==> src/hdl/s16dec_pkg.sv <==
package s16dec_pkg;

  // Field widths
  localparam int unsigned ValueW    = 16;
  localparam int unsigned CharW     = 8;
  localparam int unsigned DigitW    = 4;
  localparam int unsigned NumDigits = 5;
  localparam int unsigned PosW      = 3;

  // Divide by ten: q = (m * 0xCCCD) >> 19, exact for every 16-bit m
  localparam int unsigned ProdW      = 33;
  localparam int unsigned RecipShift = 19;
  localparam logic [16:0] Recip10    = 17'h0CCCD;
  localparam logic [ValueW-1:0] Ten  = 16'd10;

  // Character codes
  localparam logic [CharW-1:0] DigitBase = 8'd48;
  localparam logic [CharW-1:0] MinusCode = 8'd45;

  typedef logic [DigitW-1:0] digit_t;

  // Item in flight: sign, remaining quotient, digits collected so far
  typedef struct packed {
    logic                        neg;
    logic [ValueW-1:0]           rem;
    digit_t [NumDigits-1:0]      dig;
  } work_t;

  // One decimal digit off the bottom; the new digit enters at the top and
  // the older ones shift down, so after five steps dig[0] is the units digit.
  function automatic work_t digit_step(work_t w);
    logic [ProdW-1:0]  prod;
    logic [ValueW-1:0] q;
    logic [ValueW-1:0] r;
    work_t             o;
    prod  = ProdW'(w.rem) * ProdW'(Recip10);
    q     = ValueW'(prod >> RecipShift);
    r     = w.rem - ValueW'(q * Ten);
    o.neg = w.neg;
    o.rem = q;
    o.dig = {r[DigitW-1:0], w.dig[NumDigits-1:1]};
    return o;
  endfunction

endpackage

==> src/hdl/s16dec_if.sv <==
// Input channel: one signed value per request
interface s16dec_in_if;
  logic                                   valid;
  logic                                   ready;
  logic signed [s16dec_pkg::ValueW-1:0]   value;

  modport source (output valid, output value, input ready);
  modport sink   (input valid, input value, output ready);
endinterface

// Output channel: one character per request
interface s16dec_out_if;
  logic                            valid;
  logic                            ready;
  logic [s16dec_pkg::CharW-1:0]    char_code;
  logic                            last_char;

  modport source (output valid, output char_code, output last_char, input ready);
  modport sink   (input valid, input char_code, input last_char, output ready);
endinterface

==> src/hdl/s16dec_digit_stage.sv <==
// One pipeline stage: peels one decimal digit off the remaining quotient
module s16dec_digit_stage (
  input  logic                clk_i,
  input  logic                rst_ni,
  input  logic                valid_i,
  input  s16dec_pkg::work_t   data_i,
  output logic                ready_o,
  output logic                valid_o,
  output s16dec_pkg::work_t   data_o,
  input  logic                ready_i
);

  logic              valid_q;
  s16dec_pkg::work_t data_q;

  // Stage takes a new request when empty or when its content moves on
  assign ready_o = !valid_q || ready_i;
  assign valid_o = valid_q;
  assign data_o  = data_q;

  always_ff @(posedge clk_i or negedge rst_ni) begin
    if (!rst_ni) begin
      valid_q <= 1'b0;
    end else if (ready_o) begin
      valid_q <= valid_i;
    end
  end

  always_ff @(posedge clk_i) begin
    if (ready_o && valid_i) begin
      data_q <= s16dec_pkg::digit_step(data_i);
    end
  end

endmodule

==> src/hdl/s16dec_serializer.sv <==
// Holds one converted value and sends its text one character per request
module s16dec_serializer (
  input  logic                clk_i,
  input  logic                rst_ni,
  input  logic                valid_i,
  input  s16dec_pkg::work_t   data_i,
  output logic                ready_o,
  s16dec_out_if.source        out_o
);

  logic                                          busy_q;
  logic                                          sign_q;
  logic [s16dec_pkg::PosW-1:0]                   pos_q;
  s16dec_pkg::digit_t [s16dec_pkg::NumDigits-1:0] dig_q;
  logic [s16dec_pkg::PosW-1:0]                   top_pos;
  logic                                          fire;
  logic                                          done;

  // Highest nonzero digit; zero keeps a single units digit
  always_comb begin
    top_pos = '0;
    for (int i = 1; i < s16dec_pkg::NumDigits; i++) begin
      if (data_i.dig[i] != '0) begin
        top_pos = s16dec_pkg::PosW'(i);
      end
    end
  end

  // Sign first, then digits from the top down to the units
  assign out_o.valid     = busy_q;
  assign out_o.char_code = sign_q ? s16dec_pkg::MinusCode
                                  : s16dec_pkg::DigitBase +
                                    s16dec_pkg::CharW'(dig_q[pos_q]);
  assign out_o.last_char = !sign_q && (pos_q == '0);

  assign fire    = busy_q && out_o.ready;
  assign done    = fire && out_o.last_char;
  assign ready_o = !busy_q || done;

  always_ff @(posedge clk_i or negedge rst_ni) begin
    if (!rst_ni) begin
      busy_q <= 1'b0;
      sign_q <= 1'b0;
      pos_q  <= '0;
    end else if (ready_o) begin
      busy_q <= valid_i;
      if (valid_i) begin
        sign_q <= data_i.neg;
        pos_q  <= top_pos;
      end
    end else if (fire) begin
      if (sign_q) begin
        sign_q <= 1'b0;
      end else begin
        pos_q <= pos_q - 1'b1;
      end
    end
  end

  always_ff @(posedge clk_i) begin
    if (ready_o && valid_i) begin
      dig_q <= data_i.dig;
    end
  end

endmodule

==> src/hdl/signed_int16_to_decimal_ascii_core.sv <==
// Signed 16-bit to decimal ASCII converter. Each value taken on in_i leaves
// on out_o as its decimal text, one character per request, most significant
// first: '-' for negative values, no leading zeros, '0' for zero, and the
// final character flagged by last_char. -32768 gives "-32768". A value runs
// through six register stages (sign/magnitude, then one divide-by-ten stage
// per digit, each a constant multiply) before it reaches the character
// serializer. The serializer sends one character per cycle while out_o is
// ready, so a value holds it for as many characters as its text has, 1 to 6;
// that sets the sustained rate. The pipeline ahead of it keeps accepting
// values until its stages are full.
module signed_int16_to_decimal_ascii_core (
  input  logic          clk_i,
  input  logic          rst_ni,
  s16dec_in_if.sink     in_i,
  s16dec_out_if.source  out_o
);

  localparam int unsigned NumStages = s16dec_pkg::NumDigits;

  logic                v0_q;
  s16dec_pkg::work_t   w0_q;
  logic                in_ready;
  logic [s16dec_pkg::ValueW-1:0] mag;

  logic              vld [NumStages+1];
  s16dec_pkg::work_t dat [NumStages+1];
  logic              rdy [NumStages+1];

  // Input stage: split sign and magnitude (-32768 maps to 32768)
  assign mag      = in_i.value[s16dec_pkg::ValueW-1] ? (~in_i.value + 1'b1) : in_i.value;
  assign in_ready = !v0_q || rdy[0];
  assign in_i.ready = in_ready;

  always_ff @(posedge clk_i or negedge rst_ni) begin
    if (!rst_ni) begin
      v0_q <= 1'b0;
    end else if (in_ready) begin
      v0_q <= in_i.valid;
    end
  end

  always_ff @(posedge clk_i) begin
    if (in_ready && in_i.valid) begin
      w0_q.neg <= in_i.value[s16dec_pkg::ValueW-1];
      w0_q.rem <= mag;
      w0_q.dig <= '0;
    end
  end

  assign vld[0] = v0_q;
  assign dat[0] = w0_q;

  // One digit per stage
  for (genvar g = 0; g < NumStages; g++) begin : g_digit
    s16dec_digit_stage u_stage (
      .clk_i   (clk_i),
      .rst_ni  (rst_ni),
      .valid_i (vld[g]),
      .data_i  (dat[g]),
      .ready_o (rdy[g]),
      .valid_o (vld[g+1]),
      .data_o  (dat[g+1]),
      .ready_i (rdy[g+1])
    );
  end

  // Character output
  s16dec_serializer u_ser (
    .clk_i   (clk_i),
    .rst_ni  (rst_ni),
    .valid_i (vld[NumStages]),
    .data_i  (dat[NumStages]),
    .ready_o (rdy[NumStages]),
    .out_o   (out_o)
  );

endmodule

==> src/flat_wrapper.sv <==
// flat-port wrapper written by rule: the top's interface ports become plain ports
module signed_int16_to_decimal_ascii_core_flat 
  (clk_i, rst_ni, in_i_valid, in_i_value, in_i_ready, out_o_valid, out_o_char_code, out_o_last_char, out_o_ready);
  s16dec_in_if in_i_i ();
  s16dec_out_if out_o_i ();
  input  logic clk_i;
  input  logic rst_ni;
  input wire logic [$bits(in_i_i.valid)-1:0] in_i_valid;
  input wire logic [$bits(in_i_i.value)-1:0] in_i_value;
  output wire logic [$bits(in_i_i.ready)-1:0] in_i_ready;
  output wire logic [$bits(out_o_i.valid)-1:0] out_o_valid;
  output wire logic [$bits(out_o_i.char_code)-1:0] out_o_char_code;
  output wire logic [$bits(out_o_i.last_char)-1:0] out_o_last_char;
  input wire logic [$bits(out_o_i.ready)-1:0] out_o_ready;
  assign in_i_i.valid = in_i_valid;
  assign in_i_i.value = in_i_value;
  assign in_i_ready = in_i_i.ready;
  assign out_o_valid = out_o_i.valid;
  assign out_o_char_code = out_o_i.char_code;
  assign out_o_last_char = out_o_i.last_char;
  assign out_o_i.ready = out_o_ready;
  signed_int16_to_decimal_ascii_core u_core (.clk_i(clk_i), .rst_ni(rst_ni), .in_i(in_i_i), .out_o(out_o_i));
endmodule
==> config.mk <==
export PLATFORM = sky130hd
export DESIGN_NAME = signed_int16_to_decimal_ascii_core_flat
export DESIGN_NICKNAME = d
export VERILOG_FILES = /design/src/hdl/s16dec_pkg.sv /design/src/hdl/s16dec_if.sv /design/src/hdl/s16dec_digit_stage.sv /design/src/hdl/s16dec_serializer.sv /design/src/hdl/signed_int16_to_decimal_ascii_core.sv /design/src/flat_wrapper.sv
export SDC_FILE = /design/constraint.sdc
export NUM_CORES = 1
export LEC_CHECK = 0
export ABC_CLOCK_PERIOD_IN_PS = 8900
export BUFFER_PORTS_ARGS = -buffer_cell sky130_fd_sc_hd__buf_2
export CAP_MARGIN = 20
export CORE_MARGIN = 1.5
export CORE_UTILIZATION = 36
export CTS_CLUSTER_DIAMETER = 200
export DETAILED_ROUTE_END_ITERATION = 10
export GPL_ROUTABILITY_DRIVEN = 0
export GPL_TIMING_DRIVEN = 0
export PLACE_DENSITY = 0.62
export SYNTH_ARGS = -nofsm -noshare
export SYNTH_HDL_FRONTEND = slang
export SYNTH_SLANG_ARGS = --single-unit
==> constraint.sdc <==
create_clock -name clk_i -period 8.9 [get_ports clk_i]
set_input_delay 0.445 -clock clk_i [delete_from_list [all_inputs] [get_ports clk_i]]
set_output_delay 0.445 -clock clk_i [all_outputs]
set_load 0.01 [all_outputs]
# Word-level counts from Yosys, hierarchy flattened
# Cells that the tools add are included.
# word_totals
latchBits	0
rom_bits	0
ram_bits	0
memories	0
out_inout_bits	11
regBits	147
# op_classes
bitwise_logic	1
n_mul	10
n_div	0
n_shift	0
n_lt_le_gt_ge	1
n_eq_ne	2
add_sub_neg	8
mux	15
n_reduce_logical	33
# ops
operator	count
$mul 16x16->32 const B	1
$mul 13x16->29 const B	1
$mul 10x16->26 const B	1
$mul 7x16->23 const B	1
$mul 4x16->20 const B	1
$sub 4x4->4	5
$mux 3	6
$add 16x1->16 const B	1
$not 16->16	1
$reduce_bool 4->1	4
$mux 15	1
$mul 7x3->3 const B	2
$mul 13x3->3 const B	1
$bmux 4 s3	1
$logic_and 1x1->1	10
$mul 10x3->3 const B	1
$logic_not 1->1	8
$add 6x4->7 const A	1
$logic_or 1x1->1	7
$mux 7	1
$lt 3x4->1 const B	1
$mul 4x3->3 const B	1
$mux 1	4
$mux 4	1
other kinds (7)	8

# Depth between registers and ports, before layout
# depth
word_depth	11
ltp_mapped	24

# Cells and area by module
# A second synthesis with hierarchy kept.
# hier_totals
hier_cells	2880
area_unflattened_um2	31495.2
# by_module_without_submodules
module	instances	seq_area_each_um2	cells_per_inst	area_each_um2
s16dec_digit_stage at u_core.g_digit[2].u_stage	1	1046.0	582	6049.6
s16dec_digit_stage at u_core.g_digit[0].u_stage	1	1046.0	568	5980.7
s16dec_digit_stage at u_core.g_digit[1].u_stage	1	1046.0	536	5849.4
s16dec_digit_stage at u_core.g_digit[3].u_stage	1	1046.0	534	5846.9
s16dec_digit_stage at u_core.g_digit[4].u_stage	1	1046.0	505	5629.1
s16dec_serializer	1	725.7	87	1207.4
signed_int16_to_decimal_ascii_core	1	535.5	68	932.1

# Least setup slack after synthesis
# Ideal clock, no wire load.
# synth_path
path_kind	reg-to-reg
from	reg u_core.w0_q, in the netlist u_core.dat[207]
to	reg u_core.g_digit[0].u_stage.data_q, in the netlist u_core.g_digit[0].u_stage.data_o[19] (data pin)
path_slack_ns	2.717
period_less_slack_ns	6.183
path_buffers	0
path_stages_with_launch	23
arrival_ns	5.922
path_cell_list	edfxtp_1 ha_1 inv_1 fa_1 inv_1 fa_1 fa_1 fa_1 inv_1 fa_1 inv_1 ha_1 a211oi_1 o21ai_0 a221oi_4 o21bai_1 a21oi_1 xnor2_1 inv_1 fa_1 xnor2_1 xnor2_1 xnor2_1
# synth_via
elab_chain_len	3
# synth_lines
item	line	rtl
from (decl)	signed_int16_to_decimal_ascii_core.sv:21	s16dec_pkg::work_t w0_q;
$mul 16x16->32	s16dec_pkg.sv:36	prod = ProdW'(w.rem) * ProdW'(Recip10);
$mul 13x3->3	s16dec_pkg.sv:38	r = w.rem - ValueW'(q * Ten);
$sub 4x4->4 *	s16dec_pkg.sv:38	
to (signal assigned)	s16dec_digit_stage.sv:31	data_q <= s16dec_pkg::digit_step(data_i);
to (decl)	s16dec_digit_stage.sv:14	s16dec_pkg::work_t data_q;
# Mark *: on every way between the ends. The rest lies on a longest branch, timed or not.
# A chain may end at the register's enable or synchronous reset.

# Worst setup path after layout
# Ends and elaborated chain as after synthesis.

==> run_results.csv <==
group,metric,value,unit
status,status,"completed",
logic_synthesis,syn_inst,1405,
place,port_buffers,27,
clocking,cts_root_buf,"clkbuf_16",
drt,num_vias,9522,
logic_synthesis,seq_area_frac_synth,0.272,
setup_path,crit_path_start_kind,"flop",
drt,drt-initial-drc-count,408,
die,die_h,214,um
die,pin_count,31,
sta,setup_viol,0,
finish,area_growth,9.39,%
drt,drt_drc_violations_left,0,
sta,fmaxAchievable,140,MHz
finish,final_layout_size_suffix_gt1_frac,0.0559,
setup_path,cp-end-kind,"flop",
clocking,cts_buffer_depth,2,
logic_synthesis,avgSynthCellArea,11.4,sq um
grt,grt_max_degree,22,
grt,grt_util_all_layers,0.131,
place,dp_hpwl,25100,um
logic_synthesis,synth_area,0.0160,sq mm
clocking,cts_buffers,17,
setup_path,ff2ff_setup_slack,1.77,ns
clocking,cts.sinks,147,
die,core_area,0.0440,sq mm
clocking,cts_setup_buffers,0,
clocking,cts.repair.resized,0,
logic_synthesis,synth_flop_cell,"edfxtp_1",
setup_path,cp_cell_sequence,"ha_1, inv_1, fa_1, inv_1, fa_1, fa_1, fa_1, inv_1, fa_1, inv_1, ha_1, a211oi_1, o21ai_0, a221oi_4, o21bai_1, a21oi_1, xnor2_1, inv_1, fa_1, xnor2_1, xnor2_1, xnor2_1",
logic_synthesis,yosysTopAreaCellShare,0.272,
grt,grt_pass1_wl,48300,um
setup_path,cp_max_fo,6,
logic_synthesis,yosys.area.top_type,"ha_1",
sta,slew_headroom,0.346,
flow_run,cap_viol_max_count,0,
setup_path,cpMaxStageDelayCell,"fa_1",
sta,fin_skew,0.00909,ns
logic_synthesis,ys_seq_elements,147,
sta,slew_viol_final,0,
drt,routedWlPerCell,13.9,um
die,fp.dieW,214,um
logic_synthesis,synth.distinct_cells,62,
logic_synthesis,yosysMostFrequentCell,"inv_1",
clocking,htree_levels,4,
hold_path,hp-class,"input pin to flop",
drt,vias_per_cell,4.62,
die,initial_utilization,0.364,
setup_path,crit_start,"u_core.dat[207]",
sta,finalSetupTns,0,ns
place,place_area,0.0169,sq mm
finish,antenna_cells,0,
logic_synthesis,ys_top_cells_by_area,"ha_1, edfxtp_1, fa_1",
clocking,clk_pin_slew_worst_paths,0.06,ns
setup_path,path_buf_inv,5,
setup_path,arrival,7.29,ns
sta,worst_pin_slew,0.980,ns
sta,fin_crit_sh,0.801,
logic_synthesis,yosysWarnings,0,
finish,num-nets-final,1994,
clocking,cts_tree,"done",
drt,antenna_left,0,
setup_path,max_stage_delay,0.59,ns
sta,rsz0062_at_grt,"false",
grt,antenna_found_initial,0,
logic_synthesis,synth_common_cells,"inv_1, ha_1, fa_1",
logic_synthesis,synth_edf_count,136,
setup_path,criticalPathCategory,"flop to flop",
sta,final.min_clock_period,7.13,ns
sta,hold_viol_final,0,
grt,grt_pass1_vias,10000,
drt,drt-total-wl,28600,um
logic_synthesis,synthArstFlopShare,0.0748,
finish,design_area,0.0175,sq mm
setup_path,crit_family,"adder cells",
drt,dr.pass1.iters,4,
grt,overflow,0,
die,rows,77,
setup_path,critPathMostFrequentCell,"fa_1",
clocking,clock_latency,0.42,ns
hold_path,min-delay-start,"in_i_valid",
die,die_area,0.0458,sq mm
setup_path,cp.required,9.06,ns
setup_path,r2r_start,"u_core.dat[207]",
==> state kept, by name, indices dropped and copies added (netlist names) <==
signal	cells
u_core.u_ser.dig_q	20
u_core.u_ser.sign_q	1
u_core.u_ser.pos_q	3
u_core.g_digit.u_stage.valid_o	5
u_core.g_digit.u_stage.data_o	99
u_core.u_ser.out_o.valid	1
u_core.v0_q	1
u_core.dat	17
==> layout make-up <==
class / count / area (sq um)
plain buffers: 6 / 33.8
multi-input cells: 867 / 10200
repair buffers: 29 / 160
clock inverters: 13 / 148
clock buffers: 19 / 443
flip-flops and latches: 147 / 4360
inverters: 386 / 1450
well taps: 592 / 741
fillers: 4275 / 26500
==> metrics by stage <==
step	worst slack, ns	util	hold WS, ns	cells
finish	1.77	0.398	0.235	2059
global route	1.38	0.398	0.229	2059
CTS	1.69	0.398	0.211	2059
detailed placement	1.75	0.384	0.345	2026
global placement	1.79	0.384	0.340	2025
floorplan	2.72	-	0.149	1406
==> placed cells by master, fill, tap and decap left out, types with 4 or more instances in the layout <==
| cell type | count |
|---|---|
| xor2_1 | 24 |
| inv_1 | 386 |
| or2_2 | 6 |
| a21o_1 | 15 |
| nand2b_1 | 9 |
| nor2_1 | 25 |
| fa_1 | 172 |
| buf_2 | 27 |
| nor2b_1 | 5 |
| xnor2_1 | 46 |
| o21a_1 | 4 |
| a31oi_1 | 6 |
| edfxtp_1 | 136 |
| clkbuf_1 | 4 |
| o31ai_1 | 7 |
| mux4_2 | 4 |
| dfrtp_1 | 11 |
| o21bai_1 | 5 |
| nand4_1 | 6 |
| a211oi_1 | 5 |
| inv_6 | 4 |
| and3_1 | 6 |
| nor3_1 | 8 |
| ha_1 | 348 |
| or3_1 | 6 |
| a21oi_1 | 29 |
| o21ai_0 | 25 |
| clkbuf_16 | 17 |
| and2_1 | 6 |
| nand2_1 | 34 |
| nand3_1 | 14 |
| or4_1 | 5 |
==> worst paths after layout <==
kind	end	cells past startpoint
max	u_core.g_digit[0].u_stage.data_o[19]	22
min	u_core.v0_q	2
max reg2reg	u_core.g_digit[0].u_stage.data_o[19]	22
min reg2reg	u_core.g_digit[4].u_stage.data_o[7]	0
max in group asynchronous	u_core.v0_q	2
min in group asynchronous	u_core.u_ser.pos_q[1]	2
==> repair_timing <==
item                       4_1_cts  5_1_grt
setup endpoints to repair        0        0
hold endpoints to repair        11        0
hold buffers                     1        0
==> per-layer routing <==
layer | track usage | vias up | routed length, um
met4 | 0.0288 | 0 | 352
met2 | 0.230 | 103 | 14400
li1 | - | 4720 | -
met5 | 0 | - | 0
met3 | 0.0158 | 24 | 851
met1 | 0.171 | 4675 | 13000
==> cell families (layout without fill, tap and decap cells) <==
family	count (synthesis)	after routing	share of synthesized area
adder cells (fa/ha/maj)	520	520	0.487
AO/OA/AOI/OAI	125	125	0.0552
multiplexers	6	6	0.00695
other	2	3	0.000469
flip-flops	147	147	0.272
AND/OR/NAND/NOR	142	142	0.0465
buffers and inverters	392	453	0.0925
XOR/XNOR	71	71	0.0397
Power is not shown: default switching activity piles up to over one toggle a cycle in this logic, so the estimate is an artifact.
